[config.mk]
export PLATFORM = sky130hd
export DESIGN_NAME = pptpd_front
export DESIGN_NICKNAME = d
export VERILOG_FILES = /design/src/sv/pptpd_pkg.sv /design/src/sv/pptpd_front.sv
export SDC_FILE = /design/constraint.sdc
export NUM_CORES = 1
export LEC_CHECK = 0
export ABC_AREA = 1
export BUFFER_PORTS_ARGS = -buffer_cell sky130_fd_sc_hd__buf_2
export CELL_PAD_IN_SITES_DETAIL_PLACEMENT = 1
export CELL_PAD_IN_SITES_GLOBAL_PLACEMENT = 2
export CORE_MARGIN = 2
export CORE_UTILIZATION = 40
export CTS_CLUSTER_DIAMETER = 50
export CTS_CLUSTER_SIZE = 25
export DETAILED_ROUTE_END_ITERATION = 8
export MAX_ROUTING_LAYER = met4
export PLACE_DENSITY_LB_ADDON = 0.1
export SLEW_MARGIN = 20
export SYNTH_ARGS = -nofsm -noshare
export SYNTH_HDL_FRONTEND = slang
export SYNTH_SLANG_ARGS = --single-unit
[constraint.sdc]
create_clock -name clock -period 54.9 [get_ports clock]
set_input_delay 8.235 -clock clock [delete_from_list [all_inputs] [get_ports clock]]
set_output_delay 8.235 -clock clock [all_outputs]
set_load 0.01 [all_outputs]
[src/sv/pptpd_pkg.sv]
// ----------------------------------------------------------------------------
// pptpd_pkg
// Types, constants and helpers shared by the point to polyline distance block.
// ----------------------------------------------------------------------------
package pptpd_pkg;

   localparam logic [31:0] DEG90  = 32'd754974720;
   localparam logic [31:0] DEG180 = 32'd1509949440;
   localparam logic [31:0] DEG360 = 32'd3019898880;
   localparam logic [31:0] RAD_Q  = 32'd74961321;
   localparam logic [30:0] Q30_ONE = 31'h40000000;
   localparam logic [47:0] MASK48 = 48'hFFFF_FFFF_FFFF;
   localparam logic [2:0]  HORNER_LAST = 3'd5;
   localparam logic [1:0]  ADDR_LENGTH_SCALE = 2'd0;
   localparam logic [31:0] SCALE_RESET = 32'd28497790;

   typedef struct packed {
      logic signed [31:0] query_x;
      logic signed [31:0] query_y;
      logic signed [31:0] vert_x;
      logic signed [31:0] vert_y;
      logic               last_vertex;
   } req_type;

   typedef struct packed {
      logic [47:0] min_distance;
      logic [47:0] offset_along;
      logic [47:0] total_length;
   } rsp_type;

   typedef struct packed {
      logic signed [31:0] qx;
      logic signed [31:0] qy;
      logic signed [31:0] vx;
      logic signed [31:0] vy;
      logic signed [31:0] px;
      logic signed [31:0] py;
      logic signed [32:0] v1x;
      logic signed [32:0] v1y;
      logic signed [32:0] v2x;
      logic signed [32:0] v2y;
      logic signed [32:0] wx;
      logic signed [32:0] wy;
      logic               have_prev;
      logic               last;
   } item_type;

   typedef struct packed {
      logic               start;
      logic signed [31:0] ax;
      logic signed [31:0] ay;
      logic signed [31:0] bx;
      logic signed [31:0] by;
   } geo_req_type;

   typedef struct packed {
      logic        done;
      logic [47:0] span;
   } geo_rsp_type;

   function automatic logic [31:0] mag33(logic signed [32:0] v);
      logic signed [32:0] n;
      n = v[32] ? -v : v;
      return n[31:0];
   endfunction

   function automatic logic [47:0] sat_add48(logic [47:0] a, logic [47:0] b);
      logic [48:0] s;
      s = {1'b0, a} + {1'b0, b};
      return s[48] ? MASK48 : s[47:0];
   endfunction

   // ceil(2^32 / d) for the Horner divisors
   function automatic logic [31:0] horner_recip(logic [2:0] i);
      logic [31:0] m;
      unique case (i)
         3'd0: m = 32'd32537632;
         3'd1: m = 32'd47721859;
         3'd2: m = 32'd76695845;
         3'd3: m = 32'd143165577;
         3'd4: m = 32'd357913942;
         default: m = 32'd2147483648;
      endcase
      return m;
   endfunction

   function automatic logic [7:0] horner_div(logic [2:0] i);
      logic [7:0] d;
      unique case (i)
         3'd0: d = 8'd132;
         3'd1: d = 8'd90;
         3'd2: d = 8'd56;
         3'd3: d = 8'd30;
         3'd4: d = 8'd12;
         default: d = 8'd2;
      endcase
      return d;
   endfunction

endpackage

[src/sv/pptpd_front.sv]
// ----------------------------------------------------------------------------
// pptpd_front
// Accepts vertex items, tracks the previous vertex, forms the difference
// vectors and holds the items in a two-entry queue for the back end.
// ----------------------------------------------------------------------------
module pptpd_front
   import pptpd_pkg::*;
(
   input  logic     clock,
   input  logic     reset,
   input  logic     push,
   output logic     full,
   input  req_type  req_data,
   output logic     item_valid,
   output item_type item,
   input  logic     take
);

   item_type           queue_ff [2];
   logic               wr_ff, wr_in, rd_ff, rd_in;
   logic [1:0]         cnt_ff, cnt_in;
   logic signed [31:0] px_ff, px_in, py_ff, py_in;
   logic               have_ff, have_in;
   item_type           entry;
   logic               accept, leave;

   assign full       = (cnt_ff == 2'd2);
   assign accept     = push && !full;
   assign item_valid = (cnt_ff != 2'd0);
   assign leave      = take && item_valid;
   assign item       = queue_ff[rd_ff];

   always_comb begin
      entry.qx        = req_data.query_x;
      entry.qy        = req_data.query_y;
      entry.vx        = req_data.vert_x;
      entry.vy        = req_data.vert_y;
      entry.px        = px_ff;
      entry.py        = py_ff;
      entry.v1x       = 33'(req_data.vert_x) - 33'(px_ff);
      entry.v1y       = 33'(req_data.vert_y) - 33'(py_ff);
      entry.v2x       = 33'(req_data.query_x) - 33'(px_ff);
      entry.v2y       = 33'(req_data.query_y) - 33'(py_ff);
      entry.wx        = 33'(req_data.vert_x) - 33'(req_data.query_x);
      entry.wy        = 33'(req_data.vert_y) - 33'(req_data.query_y);
      entry.have_prev = have_ff;
      entry.last      = req_data.last_vertex;
   end

   always_comb begin
      wr_in   = wr_ff;
      rd_in   = rd_ff;
      cnt_in  = cnt_ff;
      px_in   = px_ff;
      py_in   = py_ff;
      have_in = have_ff;
      if (accept) begin
         wr_in = !wr_ff;
         if (req_data.last_vertex) begin
            px_in   = '0;
            py_in   = '0;
            have_in = 1'b0;
         end else begin
            px_in   = req_data.vert_x;
            py_in   = req_data.vert_y;
            have_in = 1'b1;
         end
      end
      if (leave) rd_in = !rd_ff;
      if (accept && !leave) cnt_in = cnt_ff + 2'd1;
      else if (!accept && leave) cnt_in = cnt_ff - 2'd1;
   end

   always_ff @(posedge clock) begin
      if (reset) begin
         wr_ff   <= 1'b0;
         rd_ff   <= 1'b0;
         cnt_ff  <= 2'd0;
         px_ff   <= '0;
         py_ff   <= '0;
         have_ff <= 1'b0;
      end else begin
         wr_ff   <= wr_in;
         rd_ff   <= rd_in;
         cnt_ff  <= cnt_in;
         px_ff   <= px_in;
         py_ff   <= py_in;
         have_ff <= have_in;
      end
   end

   always_ff @(posedge clock) begin
      if (accept) queue_ff[wr_ff] <= entry;
   end

endmodule

==> out/results.env <==
MAX-SLEW-MARGIN-REL_PCT=9.31
WORSTSKEWPAIRLATENCY_NS=0.69
CTS-ROOT-TO-SINK-BUFFERS=3
WORSTPATHBUFFERINVERTERCOUNT=3
GLOBALROUTEMET3UTIL_PCT=4.50
CTS.SINKS=854
SYNTH.NET_COUNT=5198
FINAL_CORE_UTIL_PCT=47.2
POST-CTS-SETUP-BUFFERS=0
FINISH.CELL_COUNT_WITHOUT_FILLERS=7038
GP_CONGESTION=0.907
DESIGN.DIE.AREA_UM2=118000
TRITONCTS='built'
SLOWEST_STAGE='sky130_fd_sc_hd__dfxtp_4'
FILL_CELLS=13200
POST_CTS_RESIZE_COUNT=0
DIE_WIDTH_UM=344
VIAS_IN_THE_FIRST_GLOBAL_ROUTE=34100
OVERFLOW=0
POSTSYNTHAREAPERCELL_UM2=9.51
DRT_PASS1_ITERATIONS=7
NETS=5772
NUMBER_OF_BUFFERS_INSERTED_FOR_HOLD_REPAIR_AFTER_CLOCK_TREE_SYNTHESIS=0
SETUP.WORST_PATH.CLASS='flop to output port'
LAYOUT_CELLS_SIZED_ABOVE_1_PCT=21.1
FINISH_STAGE_SETUP_VIOLS=0
DP_HPWL_UM=119000
POST_DRT_WL_PER_CELL_UM=21.6
CP.ARRIVAL_NS=4.00
DRV_SLEW=0
IR_WORST_VDD_uV=25.5
WORSTMARGINPINSLEW_NS=1.36
CRITICAL-PATH-TOP-DELAY-FAMILY='buffers and inverters'
TIMING.CLOCK.SKEW_NS=0.0254
GROUTE.USAGE.OVERALL_PCT=26.0
MAX_CAP_VIOL_COUNT=0
ACHIEVABLE-FREQUENCY_MHz=81.7
POSTSYNTHCELLCOUNT=4866
CRITICAL_PATH.STARTPOINT_TYPE='flop'
CRIT_PATH_FREQUENT_CELL='sky130_fd_sc_hd__buf_4'
DETAILEDROUTE.FIRSTITERATIONVIOLATIONS=2417
MAPPEDNETLISTAREA_UM2=46300
COUNT_OF_CELLS_ALONG_THE_WORST_REGISTER_TO_REGISTER_PATH=9
DETAIL_ROUTE.VIAS_PER_CELL=4.87
SLOWEST_STAGE_DELAY_CP_NS=1.01
TIMING_HOLD_VIOLATIONS_FINAL=0
NUMBER_OF_ANTENNA_VIOLATIONS_AT_THE_FIRST_CHECK_IN_GLOBAL_ROUTING=14
SYNTH_CELL_TYPE_COUNT=28
DRC_ERRORS=0
DIE_H_UM=344
CTSROOTBUFFERMASTER='sky130_fd_sc_hd__clkbuf_16'
PORT_BUFFERS=526
CRIT_REQUIRED_NS=46.67
START_UTIL_PCT=40.4
PERIOD_NEEDED_NS=12.24
CTS.CLK_SLEW.WORST_PATHS_NS=0.06
TIMING.CRITICAL_PATH.DEPTH=4
ROWS=124
SYNTH_TOP_CELL_BY_AREA='sky130_fd_sc_hd__edfxtp_1'
SYNTH_TOP_CELLS_BY_AREA='sky130_fd_sc_hd__edfxtp_1 (51%), sky130_fd_sc_hd__nand2_1 (12%), sky130_fd_sc_hd__mux2_2 (9.5%), sky130_fd_sc_hd__inv_1 (8.2%), sky130_fd_sc_hd__ha_1 (5.2%)'
CRIT_END_ELEMENT='output port'
GROUTE.LAYER.MET2.USAGE_PCT=38.1
NUMCTSBUFFERS=98
GRT_FIRST_PASS_WIRELENGTH_UM=220000
MAXIMUM_NUMBER_OF_PINS_ON_ONE_NET_BEFORE_GLOBAL_ROUTE_REPAIR=154
STATUS='finished clean'
HOLDWS_NS=0.446
HP-CLASS='flop to flop'
MIN_DELAY_PATH_DEPTH=0
CRITPATHMAXFANOUT=72
POSTSYNTHREGISTERBITS=854
P_PER_AREA_nW_PER_UM2=41.1
PATH_CELLS='buf_4 -> buf_4 -> mux2_2 -> buf_2'
POWER_W=0.00222
PIN_COUNT=527
POWER_LEAKAGE_nW=25.4
ROUTED_WL_UM=152000
FINALCRITPERIODSHARE_PCT=22.3
VIAS=34300
SYNTH_LARGEST_TYPE_AREA_FRACTION_PCT=50.9
FP.COREAREA_UM2=115000
GRT_SETUP_UNREPAIRED='false'
GLOBAL_ROUTE.PEAK_USAGE_LAYER='met2'
GROUTE.LAYER.MET1.USAGE_PCT=37.7
SYNTH-SEQ-AREA-SHARE_PCT=53.9
YS.WARNINGS.COUNT=0
POSTROUTEANTENNANETS=0
POST-PLACE-CELLS=6850
TIMING.SETUP.TNS_NS=0
CTS_MAX_LEVEL=3
P_R_AREA_GROWTH_VS_SYN_PCT=16.8
[cells in the final DEF, fill, tap and decap left out, types with 5 or more instances in the layout]
master	Yosys	final
sky130_fd_sc_hd__a21o_1	6	6
sky130_fd_sc_hd__a21oi_1	131	131
sky130_fd_sc_hd__and2_1	12	12
sky130_fd_sc_hd__buf_12	0	6
sky130_fd_sc_hd__buf_2	49	525
sky130_fd_sc_hd__buf_4	0	12
sky130_fd_sc_hd__clkbuf_1	14	6
sky130_fd_sc_hd__clkbuf_16	0	98
sky130_fd_sc_hd__clkinv_1	0	10
sky130_fd_sc_hd__clkinv_2	0	7
sky130_fd_sc_hd__clkinv_4	0	8
sky130_fd_sc_hd__clkinv_8	0	18
sky130_fd_sc_hd__clkinvlp_4	0	5
sky130_fd_sc_hd__dfxtp_1	70	69
sky130_fd_sc_hd__edfxtp_1	784	784
sky130_fd_sc_hd__fa_1	6	6
sky130_fd_sc_hd__ha_1	193	193
sky130_fd_sc_hd__inv_1	1006	1006
sky130_fd_sc_hd__inv_6	0	12
sky130_fd_sc_hd__inv_8	0	10
sky130_fd_sc_hd__mux2_2	392	392
sky130_fd_sc_hd__nand2_1	1531	1531
sky130_fd_sc_hd__nand3_1	140	140
sky130_fd_sc_hd__nand4_1	24	24
sky130_fd_sc_hd__nor2_1	315	313
sky130_fd_sc_hd__nor3_1	13	13
sky130_fd_sc_hd__o21bai_1	6	6
sky130_fd_sc_hd__o22ai_1	13	13
sky130_fd_sc_hd__o22ai_2	49	49
sky130_fd_sc_hd__or2_2	8	8
sky130_fd_sc_hd__xnor2_1	13	13
sky130_fd_sc_hd__xor2_1	78	78
[through the flow]
step | setup slack (ns) | area (µm²)
finish | 42.66 | 54100
global route | 42.40 | 54100
CTS | 42.51 | 54000
detailed placement | 43.27 | 50600
global placement | 43.37 | 50600
floorplan | 29.16 | 46300
[registers in the layout, indices dropped and copies added (netlist names), named ones only]
| name | cells |
|---|---|
| wr_ff | 1 |
| have_ff | 1 |
| rd_ff | 1 |
| px_ff | 32 |
| cnt_ff | 2 |
| queue_ff | 784 |
| py_ff | 32 |
[synthesized netlist by cell type]
library cell / count
sky130_fd_sc_hd__xor2_1: 78
sky130_fd_sc_hd__or2_2: 8
sky130_fd_sc_hd__and2_1: 12
sky130_fd_sc_hd__xnor2_1: 13
sky130_fd_sc_hd__nand4_1: 24
sky130_fd_sc_hd__inv_2: 1
sky130_fd_sc_hd__a21oi_1: 131
sky130_fd_sc_hd__nand3_1: 140
sky130_fd_sc_hd__a21o_1: 6
sky130_fd_sc_hd__buf_2: 49
sky130_fd_sc_hd__nor2_1: 315
sky130_fd_sc_hd__ha_1: 193
sky130_fd_sc_hd__o21ai_2: 1
sky130_fd_sc_hd__o21a_1: 1
sky130_fd_sc_hd__dfxtp_1: 70
sky130_fd_sc_hd__o21ai_0: 1
sky130_fd_sc_hd__or2_1: 3
sky130_fd_sc_hd__edfxtp_1: 784
sky130_fd_sc_hd__buf_6: 6
sky130_fd_sc_hd__o22ai_1: 13
sky130_fd_sc_hd__nor3_1: 13
sky130_fd_sc_hd__clkbuf_1: 14
sky130_fd_sc_hd__o21bai_1: 6
sky130_fd_sc_hd__fa_1: 6
sky130_fd_sc_hd__nand2_1: 1531
sky130_fd_sc_hd__o22ai_2: 49
sky130_fd_sc_hd__inv_1: 1006
sky130_fd_sc_hd__mux2_2: 392
[cell families after synthesis]
logic type	synth area share, %
flip-flops	53.9
XOR/XNOR	1.72
buffers and inverters	8.96
AND/OR/NAND/NOR	17.3
AO/OA/AOI/OAI	3.16
multiplexers	9.54
adder cells (fa/ha/maj)	5.48
[per-layer routing]
metal	routed length, µm	vias up
met2	65800	846
met5	0	-
met3	10000	161
met4	3210	0
met1	72800	16500
li1	-	16800
[area by class of cell]
type	count	area, µm²	area share, %
Antenna cell	2	5.00	0.00925
Clock buffer	106	2500	4.63
Clock inverter	78	901	1.67
Inverter	1007	3780	6.99
Multi-Input combinational cell	2936	17200	31.8
Sequential cell	854	24900	46.1
Tap cell	1512	1890	3.50
Timing Repair Buffer	543	2840	5.25
[final timing paths]
path	slack, ns	from	endpoint
min reg2reg	0.45	px_ff[30]	queue_ff[0][262]
min	0.45	px_ff[30]	queue_ff[0][262]
max reg2reg	51.67	cnt_ff[1]	cnt_ff[1]
max	42.66	flop	item[344]
[report_power, final]
part	internal [W]	switching (W)	total, W	leakage, nW
Combinational	0.000241	0.000415	0.000656	15.8
Clock	0.000367	0.000307	0.000674	1.64
Sequential	0.000854	0.0000383	0.000892	7.93
Total	0.00146	0.000760	0.00222	25.4
Note: power is estimated with default switching activity, not from simulation.
